===== config.mk =====
export PLATFORM = sky130hd
export DESIGN_NAME = fifo_fair_readers_writers_lock_top
export DESIGN_NICKNAME = d
export VERILOG_FILES = /design/src/hdl/rwl_pkg.sv /design/src/hdl/rwl_front.sv /design/src/hdl/rwl_cmd_fifo.sv /design/src/hdl/rwl_back.sv /design/src/hdl/fifo_fair_readers_writers_lock_top.sv
export SDC_FILE = /design/constraint.sdc
export NUM_CORES = 1
export LEC_CHECK = 0
export ABC_AREA = 1
export BUFFER_PORTS_ARGS = -buffer_cell sky130_fd_sc_hd__buf_2
export CAP_MARGIN = 10
export CORE_AREA = 4 4 167 128
export CTS_CLUSTER_DIAMETER = 100
export DETAILED_ROUTE_END_ITERATION = 8
export DIE_AREA = 0 0 171 132
export PLACE_DENSITY = 0.74
export SYNTH_ARGS = -nofsm -noshare
export SYNTH_HDL_FRONTEND = slang
export SYNTH_SLANG_ARGS = --single-unit

===== constraint.sdc =====
create_clock -name clk -period 4.33 [get_ports clk]
set_input_delay 0.433 -clock clk [delete_from_list [all_inputs] [get_ports clk]]
set_output_delay 0.433 -clock clk [all_outputs]
set_load 0.02 [all_outputs]

===== src/hdl/rwl_pkg.sv =====
// Shared types, constants and helper function of the readers-writers lock manager.
`timescale 1ns / 1ps

package rwl_pkg;

    localparam int ID_W        = 4;
    localparam int READER_IDS  = 8;
    localparam int WRITER_IDS  = 16;
    localparam int QUEUE_DEPTH = 32;
    localparam int QPTR_W      = $clog2(QUEUE_DEPTH);
    localparam int QCNT_W      = $clog2(QUEUE_DEPTH + 1);
    localparam int READERS_W   = 4;
    localparam int READERS_MAX = 15;
    localparam int CMDQ_DEPTH  = 2;
    localparam int CMDQ_PTR_W  = 1;
    localparam int CMDQ_CNT_W  = 2;

    typedef enum logic [1:0] {
        OP_START_READ  = 2'd0,
        OP_STOP_READ   = 2'd1,
        OP_START_WRITE = 2'd2,
        OP_STOP_WRITE  = 2'd3
    } rwl_op_t;

    typedef enum logic [1:0] {
        RESP_GRANT  = 2'd0,
        RESP_ACK    = 2'd1,
        RESP_FULL   = 2'd2,
        RESP_NOHOLD = 2'd3
    } rwl_resp_t;

    typedef enum logic [1:0] {
        ST_IDLE,
        ST_READ,
        ST_CHECK
    } rwl_state_t;

    // Classified request as it travels from the front to the back.
    typedef struct packed {
        logic            start;
        logic            writer;
        logic [ID_W-1:0] id;
    } rwl_cmd_t;

    // One wait queue entry.
    typedef struct packed {
        logic            writer;
        logic [ID_W-1:0] id;
    } rwl_entry_t;

    // A writer needs the lock free; a reader needs no writer and room in the reader count.
    function automatic logic can_grant(logic writer_held, logic [READERS_W-1:0] readers,
                                       logic writer);
        logic ok;
        if (writer_held)
            ok = 1'b0;
        else if (writer)
            ok = (readers == '0);
        else
            ok = (readers < READERS_W'(READERS_MAX));
        return ok;
    endfunction

endpackage


===== src/hdl/rwl_front.sv =====
// Front end: decodes and range-checks incoming lock requests.
`timescale 1ns / 1ps

module rwl_front (
    input  logic [1:0]                    operation,
    input  logic [rwl_pkg::ID_W-1:0]      requester_id,
    input  logic                          req_valid,
    output logic                          push_valid,
    output rwl_pkg::rwl_cmd_t             push_cmd
);

    logic writer;
    logic in_range;

    always_comb
    begin
        writer = (operation == rwl_pkg::OP_START_WRITE) || (operation == rwl_pkg::OP_STOP_WRITE);
        if (writer)
            in_range = ({1'b0, requester_id} < (rwl_pkg::ID_W + 1)'(rwl_pkg::WRITER_IDS));
        else
            in_range = ({1'b0, requester_id} < (rwl_pkg::ID_W + 1)'(rwl_pkg::READER_IDS));

        // Requests from ids outside their space are swallowed here.
        push_valid      = req_valid && in_range;
        push_cmd.start  = (operation == rwl_pkg::OP_START_READ) ||
                          (operation == rwl_pkg::OP_START_WRITE);
        push_cmd.writer = writer;
        push_cmd.id     = requester_id;
    end

endmodule


===== src/hdl/rwl_cmd_fifo.sv =====
// Short command queue that decouples the front end from the lock engine.
`timescale 1ns / 1ps

module rwl_cmd_fifo (
    input  logic              clk,
    input  logic              rst_n,
    input  logic              push,
    input  rwl_pkg::rwl_cmd_t push_cmd,
    output logic              full,
    input  logic              pop,
    output logic              pop_valid,
    output rwl_pkg::rwl_cmd_t pop_cmd
);

    rwl_pkg::rwl_cmd_t                    entries_reg [rwl_pkg::CMDQ_DEPTH];
    logic [rwl_pkg::CMDQ_PTR_W-1:0]       wr_ptr_reg, wr_ptr_next;
    logic [rwl_pkg::CMDQ_PTR_W-1:0]       rd_ptr_reg, rd_ptr_next;
    logic [rwl_pkg::CMDQ_CNT_W-1:0]       cnt_reg, cnt_next;
    logic                                 do_push;
    logic                                 do_pop;

    always_comb
    begin
        full        = (cnt_reg == rwl_pkg::CMDQ_CNT_W'(rwl_pkg::CMDQ_DEPTH));
        pop_valid   = (cnt_reg != '0);
        pop_cmd     = entries_reg[rd_ptr_reg];
        do_push     = push && !full;
        do_pop      = pop && pop_valid;
        wr_ptr_next = do_push ? wr_ptr_reg + 1'b1 : wr_ptr_reg;
        rd_ptr_next = do_pop ? rd_ptr_reg + 1'b1 : rd_ptr_reg;
        cnt_next    = cnt_reg + rwl_pkg::CMDQ_CNT_W'(do_push) - rwl_pkg::CMDQ_CNT_W'(do_pop);
    end

    always_ff @(posedge clk or negedge rst_n)
    begin
        if (!rst_n)
        begin
            wr_ptr_reg <= '0;
            rd_ptr_reg <= '0;
            cnt_reg    <= '0;
        end
        else
        begin
            wr_ptr_reg <= wr_ptr_next;
            rd_ptr_reg <= rd_ptr_next;
            cnt_reg    <= cnt_next;
        end
    end

    always_ff @(posedge clk)
    begin
        if (do_push)
            entries_reg[wr_ptr_reg] <= push_cmd;
    end

endmodule


===== src/hdl/rwl_back.sv =====
// Lock engine: hold counts, FIFO wait queue, grant drain and the response register.
`timescale 1ns / 1ps

module rwl_back (
    input  logic                          clk,
    input  logic                          rst_n,
    input  logic                          cmd_valid,
    input  rwl_pkg::rwl_cmd_t             cmd,
    output logic                          cmd_pop,
    output logic                          rsp_valid,
    input  logic                          rsp_stall,
    output logic [rwl_pkg::ID_W-1:0]      target_id,
    output logic                          target_is_writer,
    output logic [1:0]                    response,
    output logic                          last
);

    localparam int QW = rwl_pkg::QPTR_W;
    localparam int CW = rwl_pkg::QCNT_W;
    localparam int RW = rwl_pkg::READERS_W;

    rwl_pkg::rwl_state_t        state_reg, state_next;
    logic [RW-1:0]              readers_reg, readers_next;
    logic                       writer_reg, writer_next;
    logic [QW-1:0]              head_reg, head_next;
    logic [QW-1:0]              tail_reg, tail_next;
    logic [CW-1:0]              count_reg, count_next;

    rwl_pkg::rwl_entry_t        queue_mem [rwl_pkg::QUEUE_DEPTH];
    rwl_pkg::rwl_entry_t        head_entry_reg;
    logic                       mem_we;

    // Response that is decided but not yet loaded into the output register.
    logic [rwl_pkg::ID_W-1:0]   pend_id_reg, pend_id_next;
    logic                       pend_wr_reg, pend_wr_next;
    rwl_pkg::rwl_resp_t         pend_resp_reg, pend_resp_next;

    logic                       out_valid_reg, out_valid_next;
    logic [rwl_pkg::ID_W-1:0]   out_id_reg, out_id_next;
    logic                       out_wr_reg, out_wr_next;
    rwl_pkg::rwl_resp_t         out_resp_reg, out_resp_next;
    logic                       out_last_reg, out_last_next;
    logic                       out_free;
    logic                       out_load;

    function automatic logic [QW-1:0] ring_next(logic [QW-1:0] idx);
        logic [QW-1:0] n;
        if (idx == QW'(rwl_pkg::QUEUE_DEPTH - 1))
            n = '0;
        else
            n = idx + 1'b1;
        return n;
    endfunction

    always_comb
    begin
        state_next     = state_reg;
        readers_next   = readers_reg;
        writer_next    = writer_reg;
        head_next      = head_reg;
        tail_next      = tail_reg;
        count_next     = count_reg;
        pend_id_next   = pend_id_reg;
        pend_wr_next   = pend_wr_reg;
        pend_resp_next = pend_resp_reg;
        out_id_next    = out_id_reg;
        out_wr_next    = out_wr_reg;
        out_resp_next  = out_resp_reg;
        out_last_next  = out_last_reg;
        out_free       = !out_valid_reg || !rsp_stall;
        out_load       = 1'b0;
        cmd_pop        = 1'b0;
        mem_we         = 1'b0;

        unique case (state_reg)
            rwl_pkg::ST_IDLE:
            begin
                if (cmd_valid && out_free)
                begin
                    cmd_pop = 1'b1;
                    if (cmd.start)
                    begin
                        if (count_reg == '0 &&
                            rwl_pkg::can_grant(writer_reg, readers_reg, cmd.writer))
                        begin
                            if (cmd.writer)
                                writer_next = 1'b1;
                            else
                                readers_next = readers_reg + 1'b1;
                            out_load      = 1'b1;
                            out_id_next   = cmd.id;
                            out_wr_next   = cmd.writer;
                            out_resp_next = rwl_pkg::RESP_GRANT;
                            out_last_next = 1'b1;
                        end
                        else if (count_reg == CW'(rwl_pkg::QUEUE_DEPTH))
                        begin
                            out_load      = 1'b1;
                            out_id_next   = cmd.id;
                            out_wr_next   = cmd.writer;
                            out_resp_next = rwl_pkg::RESP_FULL;
                            out_last_next = 1'b1;
                        end
                        else
                        begin
                            // The queue head is blocked, so queuing never frees anything.
                            mem_we     = 1'b1;
                            tail_next  = ring_next(tail_reg);
                            count_next = count_reg + 1'b1;
                        end
                    end
                    else
                    begin
                        pend_id_next = cmd.id;
                        pend_wr_next = cmd.writer;
                        if (cmd.writer ? !writer_reg : (readers_reg == '0))
                            pend_resp_next = rwl_pkg::RESP_NOHOLD;
                        else
                        begin
                            pend_resp_next = rwl_pkg::RESP_ACK;
                            if (cmd.writer)
                                writer_next = 1'b0;
                            else
                                readers_next = readers_reg - 1'b1;
                        end
                        state_next = rwl_pkg::ST_READ;
                    end
                end
            end

            rwl_pkg::ST_READ:
            begin
                // Head entry is fetched from the queue memory during this cycle.
                state_next = rwl_pkg::ST_CHECK;
            end

            rwl_pkg::ST_CHECK:
            begin
                if (out_free)
                begin
                    out_load      = 1'b1;
                    out_id_next   = pend_id_reg;
                    out_wr_next   = pend_wr_reg;
                    out_resp_next = pend_resp_reg;
                    if (count_reg != '0 &&
                        rwl_pkg::can_grant(writer_reg, readers_reg, head_entry_reg.writer))
                    begin
                        out_last_next = 1'b0;
                        if (head_entry_reg.writer)
                            writer_next = 1'b1;
                        else
                            readers_next = readers_reg + 1'b1;
                        head_next      = ring_next(head_reg);
                        count_next     = count_reg - 1'b1;
                        pend_id_next   = head_entry_reg.id;
                        pend_wr_next   = head_entry_reg.writer;
                        pend_resp_next = rwl_pkg::RESP_GRANT;
                        state_next     = rwl_pkg::ST_READ;
                    end
                    else
                    begin
                        out_last_next = 1'b1;
                        state_next    = rwl_pkg::ST_IDLE;
                    end
                end
            end

            default:
            begin
                state_next = rwl_pkg::ST_IDLE;
            end
        endcase

        out_valid_next = out_load ? 1'b1 : (out_valid_reg && rsp_stall);
    end

    always_ff @(posedge clk or negedge rst_n)
    begin
        if (!rst_n)
        begin
            state_reg     <= rwl_pkg::ST_IDLE;
            readers_reg   <= '0;
            writer_reg    <= 1'b0;
            head_reg      <= '0;
            tail_reg      <= '0;
            count_reg     <= '0;
            out_valid_reg <= 1'b0;
        end
        else
        begin
            state_reg     <= state_next;
            readers_reg   <= readers_next;
            writer_reg    <= writer_next;
            head_reg      <= head_next;
            tail_reg      <= tail_next;
            count_reg     <= count_next;
            out_valid_reg <= out_valid_next;
        end
    end

    always_ff @(posedge clk)
    begin
        pend_id_reg   <= pend_id_next;
        pend_wr_reg   <= pend_wr_next;
        pend_resp_reg <= pend_resp_next;
        out_id_reg    <= out_id_next;
        out_wr_reg    <= out_wr_next;
        out_resp_reg  <= out_resp_next;
        out_last_reg  <= out_last_next;
    end

    always_ff @(posedge clk)
    begin
        if (mem_we)
        begin
            queue_mem[tail_reg].writer <= cmd.writer;
            queue_mem[tail_reg].id     <= cmd.id;
        end
        head_entry_reg <= queue_mem[head_reg];
    end

    assign rsp_valid        = out_valid_reg;
    assign target_id        = out_id_reg;
    assign target_is_writer = out_wr_reg;
    assign response         = out_resp_reg;
    assign last             = out_last_reg;

endmodule


===== src/hdl/fifo_fair_readers_writers_lock_top.sv =====
// Top level of the fair readers-writers lock manager.
`timescale 1ns / 1ps

// Usage: the request channel (req_valid, req_stall) carries one word per lock
// request: operation and requester_id. The response channel (rsp_valid, rsp_stall)
// carries one word per response: target_id, target_is_writer, response and last.
// A request whose id is outside its reader or writer space is accepted and dropped.
// A start request that must wait is queued and answered later by a grant word.
// Every response burst caused by one request ends with a word that has last set.
// An immediate grant or queue-full refusal is loaded from the command queue straight
// into the response register; a release answer first passes the ST_READ and ST_CHECK
// states, and each grant it frees from the wait queue passes them again after the
// word before it, since each grant reads one wait queue entry from the queue memory.
// The lock engine works on one request at a time. A two-word command queue lets the
// request side keep accepting while the engine is busy or the receiver stalls.
// While rsp_stall is high a valid response word holds and the engine waits; once the
// command queue is full, req_stall rises. Reset clears all hold counts, empties the
// wait queue and command queue and drops any pending response; no clearing pass.
module fifo_fair_readers_writers_lock_top (
    input  logic                          clk,
    input  logic                          rst_n,
    input  logic                          req_valid,
    output logic                          req_stall,
    input  logic [1:0]                    operation,
    input  logic [rwl_pkg::ID_W-1:0]      requester_id,
    output logic                          rsp_valid,
    input  logic                          rsp_stall,
    output logic [rwl_pkg::ID_W-1:0]      target_id,
    output logic                          target_is_writer,
    output logic [1:0]                    response,
    output logic                          last
);

    logic              push_valid;
    rwl_pkg::rwl_cmd_t push_cmd;
    logic              cmdq_full;
    logic              cmd_valid;
    rwl_pkg::rwl_cmd_t cmd;
    logic              cmd_pop;

    // The front end decodes the word and filters out-of-range ids.
    rwl_front u_front (
        .operation    (operation),
        .requester_id (requester_id),
        .req_valid    (req_valid),
        .push_valid   (push_valid),
        .push_cmd     (push_cmd)
    );

    // Words are accepted whenever the command queue has room.
    assign req_stall = cmdq_full;

    rwl_cmd_fifo u_cmdq (
        .clk       (clk),
        .rst_n     (rst_n),
        .push      (push_valid),
        .push_cmd  (push_cmd),
        .full      (cmdq_full),
        .pop       (cmd_pop),
        .pop_valid (cmd_valid),
        .pop_cmd   (cmd)
    );

    // The lock engine owns all lock state and the response register.
    rwl_back u_back (
        .clk              (clk),
        .rst_n            (rst_n),
        .cmd_valid        (cmd_valid),
        .cmd              (cmd),
        .cmd_pop          (cmd_pop),
        .rsp_valid        (rsp_valid),
        .rsp_stall        (rsp_stall),
        .target_id        (target_id),
        .target_is_writer (target_is_writer),
        .response         (response),
        .last             (last)
    );

endmodule


==> results.md <==
- Synth top area share: 0.5772
- Die width: 171 um
- HP Class: input port to flip-flop
- Power share of the clock group: 0.227
- Largest register FFs: 160
- Syn Inst Count: 908
- CP Capture Type: flip-flop
- Worst-Margin Slew: 1124 ps
- Core ar.: 19930 um2
- Cell mode on critical path: nand2_4
- DR iter-0 viols: 866
- Post-Layout Cell Count: 1195
- DIE HEIGHT: 132 um
- CTS tree: built
- Diode count: 0
- Relative slew slack: 0.2446
- Cell taking the most area after synthesis: edfxtp_1
- Post-synthesis area per instance: 10.72 um2
- Final setup violation count: 0
- Total CTS buffers: 22
- Routed via count: 6607
- Post-Synth Simple-Gate Area: 0.1847
- Largest net degree at the start of global routing: 85
- Final Cycle Share: 0.6596
- Top cells by area, synth: edfxtp_1 (58%), nand2_1 (9.0%), dfrtp_1 (7.2%)
- Vias per Instance: 5.529
- Critical Path Slowest Stage Cell: nor2_1
- Initial antenna violation count: 0
- Worst EP arrival: 3000 ps
- Sw power: 3.102 mW
- Comb power frac: 0.377
- Vias in the first global route: 6096
- Fin crit period: 2856 ps
- Synthesized Nets: 935
- Register area share after synthesis: 0.6595
- Peak VDD IR: 0.3214 mV
- Final Skew: 18.84 ps
- Switching Share: 0.4001
- Share of power burned in registers: 0.397
- Clock-pin slew on the worst setup and hold paths: 60 ps
- Critical path class: flip-flop to flip-flop
- P per Cell Area: 724.0 nW/um2
- Main combinational cell family by area after synthesis: simple AND/OR/NAND/NOR gates
- H-tree levels: 1
- Final Max Slew Viols: 0
- Outcome: complete, no violations
- Root Driver: clkbuf_16
- Wirelength per Cell: 17.80 um
- Area after DPL: 10030 um2
- Final core utilization: 0.5372
- Hold_buf cts: 1
- Gr usage total: 0.1879
- Die area: 22570 um2
- Yosys Warn Count: 0
- Share of cells above drive strength 1: 0.09178
- Placer Congestion: 0.8660
- Design area: 10710 um2
- Buffers on Ports: 19
- Internal: 4.650 mW
- Post-synthesis adder-cell area fraction: 0.02263
- Startpoint Class: flip-flop
- Post-route ant nets: 0
- GRT overflow: 0
- Fin. Hold Viols: 0
- Crit path required time: 4470 ps
- Clock sinks: 220
- First-pass GRT wire length: 33560 um
- First-pass detailed-route iteration total: 6
- Skew-Pair Late Insertion Delay: 510 ps
- Post-Place Cells: 1154
- Detailed Route WL: 21270 um
- Worst setup margin: 1474 ps
- Placement Setup Slack: 1436 ps
- PostCTS Resize Cnt: 0
- Max-Cap Viols: 0
- Cell variety after synth: 36
- Max Clk Rate: 350.2 MHz
- #FFs+latches synth: 220
- Final #Nets: 948
- TNS Setup: 0 ps
- Hold WS: 120.0 ps
- Final Power: 7.752 mW
- Max FO, Critical Path: 36
- Row Count: 45
- RSZ-0062 raised after global routing: false
- Area grow syn2layout: 10.06%
- Crit-path cells: inv_2, nand2_4, nand2_4, clkinv_4, nand2_2, nand3_4, nand4_1, nor2_1
- Maximum clock insertion buffer count: 3
- Mux contribution to synthesized area: 0
- Postcts setup bufs: 0
- # DRC: 0
- I/O Pins: 20
- Initial Util: 0.4881
- Compound-Gate Fraction of Synth Area: 0.08243
- Mapped cell area: 9729 um2
- XOR/XNOR Fraction of Synth Area: 0.01080
- DP HPWL: 13730 um
- Lkg Pwr: 4.126 nW
- Critical Path Max Stage Delay: 630 ps
-- Yosys cell counts --
cell type and number:
nor2_1 101, o211ai_1 1, and2_0 1, fa_1 1, nand2_2 4, nand2_4 4, o21ai_0 69, nand3_1 39
buf_1 1, dfrtp_1 28, nand2_1 234, dfxtp_1 5, ha_1 16, a21oi_2 2, a21boi_0 15, xor2_1 6
clkinv_4 1, o22ai_1 21, nand3b_1 2, inv_1 47, nor3_2 4, a21oi_1 30, a31oi_1 2, nand4_1 8
nor2_4 4, clkinv_1 2, buf_2 10, xnor2_1 6, o21ai_1 5, nor3_1 14, buf_6 2, clkbuf_1 26
nand3_4 2, nor2_2 2, inv_2 6, edfxtp_1 187
-- cell type report --
type / count / area [um2]
clock inverter: 9 / 47.55
multi-input combinational: 593 / 2924
timing repair buffer: 28 / 165.2
fill: 1690 / 9224
sequential: 220 / 6417
clock buffer: 31 / 615.6
tap: 258 / 322.8
inverter: 56 / 215.2
-- cells in the final DEF, fill, tap and decap left out, types with 7 or more instances in the layout --
cell type | Yosys | final
clkbuf_1 | 26 | 7
nand4_1 | 8 | 8
o22ai_1 | 21 | 21
clkbuf_16 | 0 | 23
nor3_1 | 14 | 14
buf_2 | 10 | 19
dfrtp_1 | 28 | 27
ha_1 | 16 | 16
nand2_1 | 234 | 234
o21ai_0 | 69 | 69
edfxtp_1 | 187 | 187
inv_1 | 47 | 47
a21oi_1 | 30 | 30
nand3_1 | 39 | 39
nor2_1 | 101 | 101
a21boi_0 | 15 | 15
buf_4 | 0 | 8
-- worst paths after layout --
| kind | from | endpoint | slack, ps | depth (start not counted) |
|---|---|---|---|---|
| max | u_cmdq.rd_ptr_reg | u_back.queue_mem[5][2] | 1470 | 8 |
| min | requester_id[1] | u_cmdq.entries_reg[0][1] | 120 | 1 |
| max reg2reg | u_cmdq.rd_ptr_reg | u_back.queue_mem[5][2] | 1470 | 8 |
| min reg2reg | u_back.writer_reg | u_back.writer_reg | 500 | 2 |
| max in group asynchronous | rst_n | u_back.head_reg[0] | 3320 | 2 |
| min in group asynchronous | rst_n | u_back.count_reg[4] | 520 | 2 |
-- cells by family (layout without fill, tap and decap cells) --
logic type | Yosys count | in the layout
AOI/OAI and AO/OA | 145 | 145
xor gates and xnor gates | 12 | 12
adders and majority gates | 17 | 17
buffers and inverters | 95 | 124
DFF | 220 | 220
and+or+nand+nor | 419 | 419
-- power by group through the flow --
stage               clock [mW]  combinational [mW]  sequential, mW
finish                    1.76                2.92            3.07
global route              1.88                3.26            3.11
CTS                       1.78                2.91            3.07
detailed placement           0                2.90            3.11
global placement             0                2.84            3.10
floorplan                    0                2.02            3.09
-- metal layers --
layer	up-vias	global-route usage	part of all wire
met3	34	0.02938	0.097
met4	0	0.03036	0.017
met1	3117	0.3040	0.45
met2	322	0.2737	0.43
met5	-	0	0
li1	3134	-	-
-- critical path, delay by kind of cell, from the launching register on --
| family | cells | cell delay (ps) |
|---|---|---|
| AND/OR/NAND/NOR | 6 | 1650 |
| flip-flops | 1 | 480 |
| buffers and inverters | 2 | 360 |
Power figures use the tool's default switching activity.
